--- src/rtl/fugc_pkg.sv ---
// shared types, constants and character tables for the framed utf-16 group checksum
// no dependencies
`default_nettype none

package fugc_pkg;

  localparam logic [31:0] HASH_MUL = 32'h006f_4f53;
  localparam logic [31:0] HASH_ADD = 32'h0000_0b7f;
  localparam logic [31:0] HASH_INIT = 32'h0000_0001;

  localparam logic [3:0] OPEN_LEN = 4'd8;
  localparam logic [3:0] CLOSE_LEN = 4'd10;

  localparam logic [1:0] PH_SEEK_OPEN = 2'd0;
  localparam logic [1:0] PH_SEEK_GT = 2'd1;
  localparam logic [1:0] PH_BODY = 2'd2;
  localparam logic [1:0] PH_DONE = 2'd3;

  localparam logic [1:0] ST_OK = 2'd0;
  localparam logic [1:0] ST_NO_MARK = 2'd1;
  localparam logic [1:0] ST_BAD_UTF8 = 2'd2;

  localparam logic [7:0] CH_LT = 8'h3c;
  localparam logic [7:0] CH_GT = 8'h3e;
  localparam logic [7:0] CH_SLASH = 8'h2f;
  localparam logic [7:0] CH_B = 8'h62;
  localparam logic [7:0] CH_O = 8'h6f;
  localparam logic [7:0] CH_L = 8'h6c;
  localparam logic [7:0] CH_K = 8'h6b;

  typedef enum logic [3:0] {
    OP_NONE,
    OP_LOAD,
    OP_SCAN,
    OP_REPLAY,
    OP_DECODE,
    OP_UNIT_HI,
    OP_UNIT_LO,
    OP_UNIT_BMP,
    OP_FOLD_A,
    OP_FOLD_B,
    OP_OUT
  } fugc_op_e;

  typedef enum logic [1:0] {
    EMIT_NONE,
    EMIT_BMP,
    EMIT_PAIR
  } fugc_emit_e;

  typedef struct packed {
    fugc_op_e op;
  } fugc_cmd_t;

  typedef struct packed {
    logic       body_miss;
    logic       mp_zero;
    logic       replay_last;
    logic       unit_fills;
    logic       final_fold;
    logic       out_busy;
    logic       last;
    fugc_emit_e emit;
  } fugc_stat_t;

  function automatic logic [7:0] open_char(input logic [2:0] idx);
    logic [7:0] c;
    case (idx)
      3'd0: c = CH_LT;
      3'd1: c = CH_B;
      3'd2: c = CH_O;
      3'd3: c = CH_L;
      3'd4: c = CH_L;
      3'd5: c = CH_B;
      3'd6: c = CH_O;
      default: c = CH_K;
    endcase
    return c;
  endfunction

  function automatic logic [7:0] close_char(input logic [3:0] idx);
    logic [7:0] c;
    case (idx)
      4'd0: c = CH_LT;
      4'd1: c = CH_SLASH;
      4'd2: c = CH_B;
      4'd3: c = CH_O;
      4'd4: c = CH_L;
      4'd5: c = CH_L;
      4'd6: c = CH_B;
      4'd7: c = CH_O;
      4'd8: c = CH_K;
      4'd9: c = CH_GT;
      default: c = 8'h00;
    endcase
    return c;
  endfunction

endpackage

`default_nettype wire

--- src/rtl/fugc_if.sv ---
// valid/ready channel interfaces for document bytes and checksum results
// no dependencies
`default_nettype none

interface fugc_in_if;
  logic       valid;
  logic       ready;
  logic [7:0] doc_byte;
  logic       last;

  modport source (output valid, output doc_byte, output last, input ready);
  modport sink (input valid, input doc_byte, input last, output ready);
endinterface

interface fugc_out_if;
  logic        valid;
  logic        ready;
  logic [31:0] checksum;
  logic [1:0]  status;

  modport source (output valid, output checksum, output status, input ready);
  modport sink (input valid, input checksum, input status, output ready);
endinterface

`default_nettype wire

--- src/rtl/framed_utf16_group_checksum_core.sv ---
// top level of the framed utf-16 group checksum: controller plus datapath
// depends on fugc_pkg, fugc_if, fugc_ctrl, fugc_dpath
//
// channel      dir  payload                 beat
// in_chan_i    in   doc_byte[7:0], last     one document byte
// out_chan_o   out  checksum[31:0], status  one result, after the last byte
//
// a byte is loaded and scanned; a body byte outside the closing tag replays any held
// marker bytes, then is decoded, and one that ends a code point adds a unit or a pair;
// each full group folds into the hash through an adder, then a multiplier
// the last byte loads the result register, after any partial group folds
// reset is asynchronous and returns to seeking the opening tag with the hash at one
// a stalled result holds the block only at the next last byte
`default_nettype none

module framed_utf16_group_checksum_core #(
  parameter int unsigned GROUP_SIZE = 8
) (
  input  logic       clk_i,
  input  logic       rst_ni,
  fugc_in_if.sink    in_chan_i,
  fugc_out_if.source out_chan_o
);
  import fugc_pkg::*;

  fugc_cmd_t  cmd;
  fugc_stat_t stat;
  logic       in_ready;

  fugc_ctrl u_ctrl (
    .clk_i      (clk_i),
    .rst_ni     (rst_ni),
    .in_valid_i (in_chan_i.valid),
    .in_ready_o (in_ready),
    .stat_i     (stat),
    .cmd_o      (cmd)
  );

  fugc_dpath #(
    .GROUP_SIZE (GROUP_SIZE)
  ) u_dpath (
    .clk_i       (clk_i),
    .rst_ni      (rst_ni),
    .cmd_i       (cmd),
    .stat_o      (stat),
    .doc_byte_i  (in_chan_i.doc_byte),
    .last_i      (in_chan_i.last),
    .out_ready_i (out_chan_o.ready),
    .out_valid_o (out_chan_o.valid),
    .checksum_o  (out_chan_o.checksum),
    .status_o    (out_chan_o.status)
  );

  assign in_chan_i.ready = in_ready;

  a_busy_after_accept: assert property (@(posedge clk_i) disable iff (!rst_ni)
    (in_chan_i.valid && in_chan_i.ready) |=> !in_chan_i.ready)
    else $error("input accepted on back to back cycles");

  a_result_needs_work: assert property (@(posedge clk_i) disable iff (!rst_ni)
    $rose(out_chan_o.valid) |-> !$past(in_chan_i.ready))
    else $error("result appeared while block was idle");

  a_error_zero_sum: assert property (@(posedge clk_i) disable iff (!rst_ni)
    (out_chan_o.valid && out_chan_o.status != ST_OK) |-> out_chan_o.checksum == 32'h0)
    else $error("nonzero checksum with error status");

endmodule

`default_nettype wire

--- src/rtl/fugc_ctrl.sv ---
// controller state machine: sequences scan, replay, decode, unit and fold steps per byte
// depends on fugc_pkg
`default_nettype none

module fugc_ctrl (
  input  logic               clk_i,
  input  logic               rst_ni,
  input  logic               in_valid_i,
  output logic               in_ready_o,
  input  fugc_pkg::fugc_stat_t stat_i,
  output fugc_pkg::fugc_cmd_t  cmd_o
);
  import fugc_pkg::*;

  localparam logic [3:0] S_IDLE = 4'd0;
  localparam logic [3:0] S_SCAN = 4'd1;
  localparam logic [3:0] S_REPLAY = 4'd2;
  localparam logic [3:0] S_DECODE = 4'd3;
  localparam logic [3:0] S_UNIT_HI = 4'd4;
  localparam logic [3:0] S_UNIT_LO = 4'd5;
  localparam logic [3:0] S_UNIT_BMP = 4'd6;
  localparam logic [3:0] S_FOLD_A = 4'd7;
  localparam logic [3:0] S_FOLD_B = 4'd8;
  localparam logic [3:0] S_END = 4'd9;
  localparam logic [3:0] S_FINAL = 4'd10;

  logic [3:0] state_q, state_d;
  logic [3:0] ret_q, ret_d;
  logic [3:0] nxt;

  always_comb begin
    state_d = state_q;
    ret_d = ret_q;
    cmd_o.op = OP_NONE;
    in_ready_o = 1'b0;
    nxt = S_END;
    unique case (state_q)
      S_IDLE: begin
        in_ready_o = 1'b1;
        if (in_valid_i) begin
          cmd_o.op = OP_LOAD;
          state_d = S_SCAN;
        end
      end
      S_SCAN: begin
        cmd_o.op = OP_SCAN;
        if (stat_i.body_miss) begin
          state_d = stat_i.mp_zero ? S_DECODE : S_REPLAY;
        end else begin
          state_d = S_END;
        end
      end
      S_REPLAY: begin
        cmd_o.op = OP_REPLAY;
        nxt = stat_i.replay_last ? S_DECODE : S_REPLAY;
      end
      S_DECODE: begin
        cmd_o.op = OP_DECODE;
        case (stat_i.emit)
          EMIT_BMP: state_d = S_UNIT_BMP;
          EMIT_PAIR: state_d = S_UNIT_HI;
          default: state_d = S_END;
        endcase
      end
      S_UNIT_HI: begin
        cmd_o.op = OP_UNIT_HI;
        nxt = S_UNIT_LO;
      end
      S_UNIT_LO: begin
        cmd_o.op = OP_UNIT_LO;
        nxt = S_END;
      end
      S_UNIT_BMP: begin
        cmd_o.op = OP_UNIT_BMP;
        nxt = S_END;
      end
      S_FOLD_A: begin
        cmd_o.op = OP_FOLD_A;
        state_d = S_FOLD_B;
      end
      S_FOLD_B: begin
        cmd_o.op = OP_FOLD_B;
        state_d = ret_q;
      end
      S_END: begin
        if (!stat_i.last) begin
          state_d = S_IDLE;
        end else if (stat_i.final_fold) begin
          state_d = S_FOLD_A;
          ret_d = S_FINAL;
        end else begin
          state_d = S_FINAL;
        end
      end
      S_FINAL: begin
        if (!stat_i.out_busy) begin
          cmd_o.op = OP_OUT;
          state_d = S_IDLE;
        end
      end
      default: state_d = S_IDLE;
    endcase

    // every unit step folds a full group before moving on
    if (state_q == S_REPLAY || state_q == S_UNIT_HI || state_q == S_UNIT_LO ||
        state_q == S_UNIT_BMP) begin
      if (stat_i.unit_fills) begin
        state_d = S_FOLD_A;
        ret_d = nxt;
      end else begin
        state_d = nxt;
      end
    end
  end

  always_ff @(posedge clk_i or negedge rst_ni) begin
    if (!rst_ni) begin
      state_q <= S_IDLE;
      ret_q <= S_IDLE;
    end else begin
      state_q <= state_d;
      ret_q <= ret_d;
    end
  end

endmodule

`default_nettype wire

--- src/rtl/fugc_dpath.sv ---
// datapath: marker matching, utf-8 decode, group adder, hash fold and result register
// depends on fugc_pkg
`default_nettype none

module fugc_dpath #(
  parameter int unsigned GROUP_SIZE = 8
) (
  input  logic                 clk_i,
  input  logic                 rst_ni,
  input  fugc_pkg::fugc_cmd_t  cmd_i,
  output fugc_pkg::fugc_stat_t stat_o,
  input  logic [7:0]           doc_byte_i,
  input  logic                 last_i,
  input  logic                 out_ready_i,
  output logic                 out_valid_o,
  output logic [31:0]          checksum_o,
  output logic [1:0]           status_o
);
  import fugc_pkg::*;

  localparam int unsigned CNT_W = $clog2(GROUP_SIZE + 1);
  localparam int unsigned SUM_W = 16 + $clog2(GROUP_SIZE);

  logic [7:0]       byte_q, byte_d;
  logic             last_q, last_d;
  logic [1:0]       phase_q, phase_d;
  logic [3:0]       mp_q, mp_d;
  logic [3:0]       ri_q, ri_d;
  logic [31:0]      hash_q, hash_d;
  logic [31:0]      pre_q, pre_d;
  logic [SUM_W-1:0] sum_q, sum_d;
  logic [CNT_W-1:0] cnt_q, cnt_d;
  logic [20:0]      cp_q, cp_d;
  logic [1:0]       rem_q, rem_d;
  logic             err_q, err_d;
  logic             out_valid_q, out_valid_d;
  logic [31:0]      out_sum_q, out_sum_d;
  logic [1:0]       out_st_q, out_st_d;

  logic             open_hit;
  logic             close_hit;
  logic             add_unit;
  logic [15:0]      unit;
  logic [20:0]      sup;
  logic [20:0]      cp_n;
  logic [20:0]      pt;
  logic             pt_valid;
  fugc_emit_e       emit;

  assign open_hit = (byte_q == open_char(mp_q[2:0]));
  assign close_hit = (byte_q == close_char(mp_q));
  assign sup = cp_q - 21'h010000;

  always_comb begin
    byte_d = byte_q;
    last_d = last_q;
    phase_d = phase_q;
    mp_d = mp_q;
    ri_d = ri_q;
    hash_d = hash_q;
    pre_d = pre_q;
    sum_d = sum_q;
    cnt_d = cnt_q;
    cp_d = cp_q;
    rem_d = rem_q;
    err_d = err_q;
    out_valid_d = out_valid_q & ~out_ready_i;
    out_sum_d = out_sum_q;
    out_st_d = out_st_q;
    add_unit = 1'b0;
    unit = 16'h0000;
    cp_n = {cp_q[14:0], byte_q[5:0]};
    pt = 21'h0;
    pt_valid = 1'b0;
    emit = EMIT_NONE;

    unique case (cmd_i.op)
      OP_LOAD: begin
        byte_d = doc_byte_i;
        last_d = last_i;
      end
      OP_SCAN: begin
        case (phase_q)
          PH_SEEK_OPEN: begin
            if (open_hit) begin
              if (mp_q == OPEN_LEN - 4'd1) begin
                phase_d = PH_SEEK_GT;
                mp_d = 4'd0;
              end else begin
                mp_d = mp_q + 4'd1;
              end
            end else begin
              mp_d = (byte_q == CH_LT) ? 4'd1 : 4'd0;
            end
          end
          PH_SEEK_GT: begin
            if (byte_q == CH_GT) begin
              phase_d = PH_BODY;
            end
          end
          PH_BODY: begin
            if (close_hit) begin
              if (mp_q == 4'd0 && rem_q != 2'd0) begin
                err_d = 1'b1;
                rem_d = 2'd0;
              end
              if (mp_q == CLOSE_LEN - 4'd1) begin
                phase_d = PH_DONE;
                mp_d = 4'd0;
              end else begin
                mp_d = mp_q + 4'd1;
              end
            end else begin
              ri_d = 4'd0;
            end
          end
          default: ;
        endcase
      end
      OP_REPLAY: begin
        add_unit = 1'b1;
        unit = {8'h00, close_char(ri_q)};
        ri_d = ri_q + 4'd1;
      end
      OP_DECODE: begin
        if (byte_q == CH_LT) begin
          if (rem_q != 2'd0) begin
            err_d = 1'b1;
          end
          rem_d = 2'd0;
          mp_d = 4'd1;
        end else begin
          mp_d = 4'd0;
          if (rem_q != 2'd0 && byte_q[7:6] == 2'b10) begin
            cp_d = cp_n;
            rem_d = rem_q - 2'd1;
            if (rem_q == 2'd1) begin
              pt_valid = 1'b1;
              pt = cp_n;
            end
          end else begin
            if (rem_q != 2'd0) begin
              err_d = 1'b1;
            end
            rem_d = 2'd0;
            if (!byte_q[7]) begin
              pt_valid = 1'b1;
              pt = {13'h0, byte_q};
              cp_d = {13'h0, byte_q};
            end else if (byte_q[7:5] == 3'b110) begin
              cp_d = {16'h0, byte_q[4:0]};
              rem_d = 2'd1;
            end else if (byte_q[7:4] == 4'b1110) begin
              cp_d = {17'h0, byte_q[3:0]};
              rem_d = 2'd2;
            end else if (byte_q[7:3] == 5'b11110) begin
              cp_d = {18'h0, byte_q[2:0]};
              rem_d = 2'd3;
            end else begin
              err_d = 1'b1;
            end
          end
          if (pt_valid) begin
            if (pt > 21'h10ffff || (pt >= 21'h00d800 && pt <= 21'h00dfff)) begin
              err_d = 1'b1;
            end else if (pt >= 21'h010000) begin
              emit = EMIT_PAIR;
            end else begin
              emit = EMIT_BMP;
            end
          end
        end
      end
      OP_UNIT_HI: begin
        add_unit = 1'b1;
        unit = 16'hd800 + {6'h00, sup[19:10]};
      end
      OP_UNIT_LO: begin
        add_unit = 1'b1;
        unit = 16'hdc00 + {6'h00, sup[9:0]};
      end
      OP_UNIT_BMP: begin
        add_unit = 1'b1;
        unit = cp_q[15:0];
      end
      OP_FOLD_A: begin
        pre_d = hash_q + 32'(sum_q);
      end
      OP_FOLD_B: begin
        hash_d = pre_q * HASH_MUL + HASH_ADD;
        sum_d = '0;
        cnt_d = '0;
      end
      OP_OUT: begin
        out_valid_d = 1'b1;
        if (phase_q != PH_DONE) begin
          out_st_d = ST_NO_MARK;
          out_sum_d = 32'h0;
        end else if (err_q) begin
          out_st_d = ST_BAD_UTF8;
          out_sum_d = 32'h0;
        end else begin
          out_st_d = ST_OK;
          out_sum_d = hash_q;
        end
        phase_d = PH_SEEK_OPEN;
        mp_d = 4'd0;
        hash_d = HASH_INIT;
        sum_d = '0;
        cnt_d = '0;
        cp_d = 21'h0;
        rem_d = 2'd0;
        err_d = 1'b0;
      end
      default: ;
    endcase

    if (add_unit) begin
      sum_d = sum_q + SUM_W'(unit);
      cnt_d = cnt_q + CNT_W'(1);
    end
  end

  always_ff @(posedge clk_i or negedge rst_ni) begin
    if (!rst_ni) begin
      phase_q <= PH_SEEK_OPEN;
      mp_q <= 4'd0;
      ri_q <= 4'd0;
      hash_q <= HASH_INIT;
      sum_q <= '0;
      cnt_q <= '0;
      cp_q <= 21'h0;
      rem_q <= 2'd0;
      err_q <= 1'b0;
      out_valid_q <= 1'b0;
    end else begin
      phase_q <= phase_d;
      mp_q <= mp_d;
      ri_q <= ri_d;
      hash_q <= hash_d;
      sum_q <= sum_d;
      cnt_q <= cnt_d;
      cp_q <= cp_d;
      rem_q <= rem_d;
      err_q <= err_d;
      out_valid_q <= out_valid_d;
    end
  end

  always_ff @(posedge clk_i) begin
    byte_q <= byte_d;
    last_q <= last_d;
    pre_q <= pre_d;
    out_sum_q <= out_sum_d;
    out_st_q <= out_st_d;
  end

  assign stat_o.body_miss = (phase_q == PH_BODY) && !close_hit;
  assign stat_o.mp_zero = (mp_q == 4'd0);
  assign stat_o.replay_last = (ri_q == mp_q - 4'd1);
  assign stat_o.unit_fills = (cnt_q == CNT_W'(GROUP_SIZE - 1));
  assign stat_o.final_fold = (phase_q == PH_DONE) && !err_q && (cnt_q != '0);
  assign stat_o.out_busy = out_valid_q && !out_ready_i;
  assign stat_o.last = last_q;
  assign stat_o.emit = emit;

  assign out_valid_o = out_valid_q;
  assign checksum_o = out_sum_q;
  assign status_o = out_st_q;

endmodule

`default_nettype wire

--- src/flat_wrapper.sv ---
// flat-port wrapper written by rule: the top's interface ports become plain ports
module framed_utf16_group_checksum_core_flat import fugc_pkg::*;
#(
  parameter int unsigned GROUP_SIZE = 8
)
  (clk_i, rst_ni, in_chan_i_valid, in_chan_i_doc_byte, in_chan_i_last, in_chan_i_ready, out_chan_o_valid, out_chan_o_checksum, out_chan_o_status, out_chan_o_ready);
  fugc_in_if in_chan_i_i ();
  fugc_out_if out_chan_o_i ();
  input  logic clk_i;
  input  logic rst_ni;
  input wire logic [$bits(in_chan_i_i.valid)-1:0] in_chan_i_valid;
  input wire logic [$bits(in_chan_i_i.doc_byte)-1:0] in_chan_i_doc_byte;
  input wire logic [$bits(in_chan_i_i.last)-1:0] in_chan_i_last;
  output wire logic [$bits(in_chan_i_i.ready)-1:0] in_chan_i_ready;
  output wire logic [$bits(out_chan_o_i.valid)-1:0] out_chan_o_valid;
  output wire logic [$bits(out_chan_o_i.checksum)-1:0] out_chan_o_checksum;
  output wire logic [$bits(out_chan_o_i.status)-1:0] out_chan_o_status;
  input wire logic [$bits(out_chan_o_i.ready)-1:0] out_chan_o_ready;
  assign in_chan_i_i.valid = in_chan_i_valid;
  assign in_chan_i_i.doc_byte = in_chan_i_doc_byte;
  assign in_chan_i_i.last = in_chan_i_last;
  assign in_chan_i_ready = in_chan_i_i.ready;
  assign out_chan_o_valid = out_chan_o_i.valid;
  assign out_chan_o_checksum = out_chan_o_i.checksum;
  assign out_chan_o_status = out_chan_o_i.status;
  assign out_chan_o_i.ready = out_chan_o_ready;
  framed_utf16_group_checksum_core #(.GROUP_SIZE(GROUP_SIZE)) u_core (.clk_i(clk_i), .rst_ni(rst_ni), .in_chan_i(in_chan_i_i), .out_chan_o(out_chan_o_i));
endmodule
--- config.mk ---
export PLATFORM = sky130hd
export DESIGN_NAME = framed_utf16_group_checksum_core_flat
export DESIGN_NICKNAME = d
export VERILOG_FILES = /design/src/rtl/fugc_pkg.sv /design/src/rtl/fugc_if.sv /design/src/rtl/framed_utf16_group_checksum_core.sv /design/src/rtl/fugc_ctrl.sv /design/src/rtl/fugc_dpath.sv /design/src/flat_wrapper.sv
export SDC_FILE = /design/constraint.sdc
export NUM_CORES = 1
export LEC_CHECK = 0
export BUFFER_PORTS_ARGS = -buffer_cell sky130_fd_sc_hd__buf_2
export CAP_MARGIN = 20
export CORE_MARGIN = 10
export CORE_UTILIZATION = 59
export CTS_CLUSTER_DIAMETER = 50
export CTS_CLUSTER_SIZE = 10
export DETAILED_ROUTE_END_ITERATION = 10
export PLACE_DENSITY = 0.84
export SLEW_MARGIN = 20
export SYNTH_ARGS = -nofsm -noshare
export SYNTH_HDL_FRONTEND = slang
export SYNTH_SLANG_ARGS = --single-unit
--- constraint.sdc ---
create_clock -name clk_i -period 6.2 [get_ports clk_i]
set_input_delay 1.24 -clock clk_i [delete_from_list [all_inputs] [get_ports clk_i]]
set_output_delay 1.24 -clock clk_i [all_outputs]
set_load 0.01 [all_outputs]
==> results.py <==
metrics = {
    "synthesis": {
        "avgSynthCellArea_um2": 9.79,
        "synth_warnings": 0,
        "synthArstFlopShare": 0.564,
        "yosysTopAreaCell": "fa_1",
        "synthCells": 1906,
        "syn_nets": 2371,
        "ys_seq_area_frac": 0.251,
        "ys_ff_latch": 172,
        "ys_types": 75,
        "syn_area_um2": 18700,
        "synth_area_leaders": "fa_1 23%, ha_1 16%, dfrtp_1 13%",
        "synth-edff-count": 75,
        "yosys.area.top_type_share": 0.229,
        "ys.flop_type": "dfrtp_1",
    },
    "floorplanning": {
        "fp.dieW_um": 198,
        "initial_core_util": 0.594,
        "die_area_um2": 39100,
        "core_um2": 31400,
        "rows": 65,
        "io_pins": 49,
        "die_h_um": 198,
    },
    "clocking": {
        "cts-root-buf": "clkbuf_16",
        "cts_buffers": 17,
        "ctsHoldBuffers": 0,
        "insertion_delay_ps": 450,
        "cts.path.max_buffers": 2,
        "path_clk_slew_ps": 80,
        "cts_sinks": 172,
        "cts.htree.levels": 4,
        "cts_tree": "done",
    },
    "timing": {
        "hold_viol": 0,
        "worstMarginPinSlew_ps": 981,
        "setup_viol": 1,
        "fin_setup_tns_ps": -6.59,
        "fin_skew_ps": 12.5,
        "drv_slew": 0,
        "fin_crit_ps": 6210,
        "period_share": 1.00,
        "rsz0062_at_grt": "yes",
        "fmax_mhz": 161,
        "hold_ws_ps": 497,
        "relSlewSlack": 0.346,
        "worst_slack_ps": -6.59,
    },
    "global_routing": {
        "grt_pass1_vias": 14400,
        "grtUsageTotal": 0.248,
        "grt_pass1_wl_um": 75800,
        "grt_antenna_before_repair": 1,
        "grt-ovfl-total": 0,
        "grt_max_degree": 51,
    },
    "setup_path": {
        "critical_path.top_delay_family": "adder cells",
        "cp.required_ps": 6530,
        "crit_arrival_ps": 6540,
        "crit_path_start_kind": "flop",
        "crit_slowest_cell": "fa_1",
        "path_cells": "buf_4, fa_2, ha_4, inv_1, fa_1, inv_1, ha_1, fa_1, fa_1, inv_1, fa_1, inv_1, ha_1, and3_4, a2111o_1, a31oi_4, o211ai_2, a32oi_2, a21oi_2, a21o_1, a2111oi_4, nor3_1",
        "critPathMaxFanout": 3,
        "end_kind": "flop",
        "slowest_delay_ps": 550,
        "path_buf_inv": 5,
        "path_class": "reg -> reg",
    },
    "power": {
        "p_total_mw": 4.62,
        "p_per_area_nw_per_um2": 221,
        "vdd_drop_max_mv": 0.230,
        "leakage_nw": 9.99,
    },
    "placement": {
        "placed_area_um2": 19700,
        "portBuffers": 48,
        "finalWeightedCongestion": 0.962,
        "hpwl_um": 37800,
    },
    "route": {
        "vias": 14000,
        "drtIter0Drc": 1199,
        "ant_nets": 0,
        "dr.pass1.iters": 5,
        "drc": 0,
        "drt_wl_total_um": 48000,
        "wl_per_cell_um": 19.7,
        "vias_per_cell": 5.76,
    },
    "outcome": {
        "status": "finished, violations left",
        "violations": "negative setup slack",
    },
    "layout": {
        "syn_to_final_growth_pct": 11.8,
        "layout-drive-gt1-share": 0.125,
        "stdcell_area_um2": 20900,
        "nets": 2484,
        "n_antenna_cell": 0,
    },
    "min_path": {
        "hp-class": "reg -> reg",
    },
    "job": {
        "maxCapViolCount": 0,
    },
}
## cell families (layout without fill, tap and decap cells)
kind of cell,count (synthesis),in the layout,synth area share
buf+inv,436,562,0.0887
mux,7,7,0.00409
fa+ha+maj,452,452,0.389
simple gates,411,411,0.107
xor+xnor,115,115,0.0540
compound gates,313,313,0.107
flops,172,172,0.251
## synthesized netlist by cell type (all sizes together) (39+ instances only)
library cell,number
o21ai,115
nor2,71
dfrtp,96
ha,239
xnor2,88
clkbuf,39
nand3,55
edfxtp,75
nand2,131
fa,213
inv,388
a21oi,69
## worst paths after layout
path	from	to	slack, ps	cells after the start
min in group asynchronous	rst_ni	u_core.u_dpath.mp_q[2]	810	1
max reg2reg	u_core.u_dpath.pre_q[2]	u_core.u_dpath.hash_q[29]	-7	22
min	u_core.u_dpath.rem_q[1]	u_core.u_dpath.rem_q[1]	500	1
max in group asynchronous	rst_ni	u_core.u_dpath.hash_q[6]	4270	2
min reg2reg	u_core.u_dpath.rem_q[1]	u_core.u_dpath.rem_q[1]	500	1
max	u_core.u_dpath.pre_q[2]	u_core.u_dpath.hash_q[29]	-7	22
## placed cells by master, fill, tap and decap left out, types with 66 or more instances in the layout
master and count:
fa_1 200, a21oi_1 66, inv_1 367, buf_4 85, o21ai_0 108, xnor2_1 87
edfxtp_1 75, dfrtp_1 96, nand2_1 131, ha_1 224, nor2_1 68
## repair_timing
| action | 4_1_cts | 5_1_grt |
|---|---|---|
| hold endpoints to repair | 0 | 0 |
| resized for setup | 10 | 53 |
| setup buffers | 12 | 16 |
| endpoints found under the setup margin | 5 | 11 |
| pin swaps | 13 | 45 |
## power breakdown
group          total, mW  internal, mW  switching, mW  leakage [nW]
clock               1.08         0.544          0.541         0.288
sequential          1.75          1.45          0.296          1.96
combinational       1.78         0.709           1.07          7.74
total               4.62          2.70           1.91          9.99
## cell type report
type / instances / area (um^2)
Fill cell: 2312 / 10500
Clock inverter: 15 / 170
Tap cell: 402 / 503
Sequential cell: 172 / 4680
Timing Repair Buffer: 141 / 1010
Multi-Input combinational cell: 1298 / 12600
Clock buffer: 17 / 425
Inverter: 389 / 1460
## routing by layer
layer	up-vias	share of wire	GRT usage
li1	6468	-	-
met4	0	0.031	0.0740
met3	115	0.067	0.0389
met1	6868	0.39	0.303
met2	570	0.52	0.441
met5	-	0	0
## registers in the layout, summed over array words and instances, names as in the netlist, 2 cells and up
name,flops
u_core.u_ctrl.ret_q,4
u_core.u_ctrl.state_q,4
u_core.u_dpath.byte_q,8
u_core.u_dpath.checksum_o,32
u_core.u_dpath.cnt_q,4
u_core.u_dpath.cp_q,20
u_core.u_dpath.hash_q,32
u_core.u_dpath.mp_q,4
u_core.u_dpath.phase_q,2
u_core.u_dpath.pre_q,32
u_core.u_dpath.rem_q,2
u_core.u_dpath.ri_q,4
u_core.u_dpath.status_o,2
u_core.u_dpath.sum_q,19
## through the flow
| stage | worst slack (ps) | std cells | util |
|---|---|---|---|
| after floorplan | 2.76 | 1906 | - |
| final | -6.59 | 2434 | 0.665 |
| after detailed placement | -139 | 2373 | 0.629 |
| after global placement | 25.2 | 2373 | 0.629 |
| after global routing | -143 | 2434 | 0.665 |
| after CTS | 1.23 | 2417 | 0.653 |
Note: power is estimated with default switching activity, not from simulation.
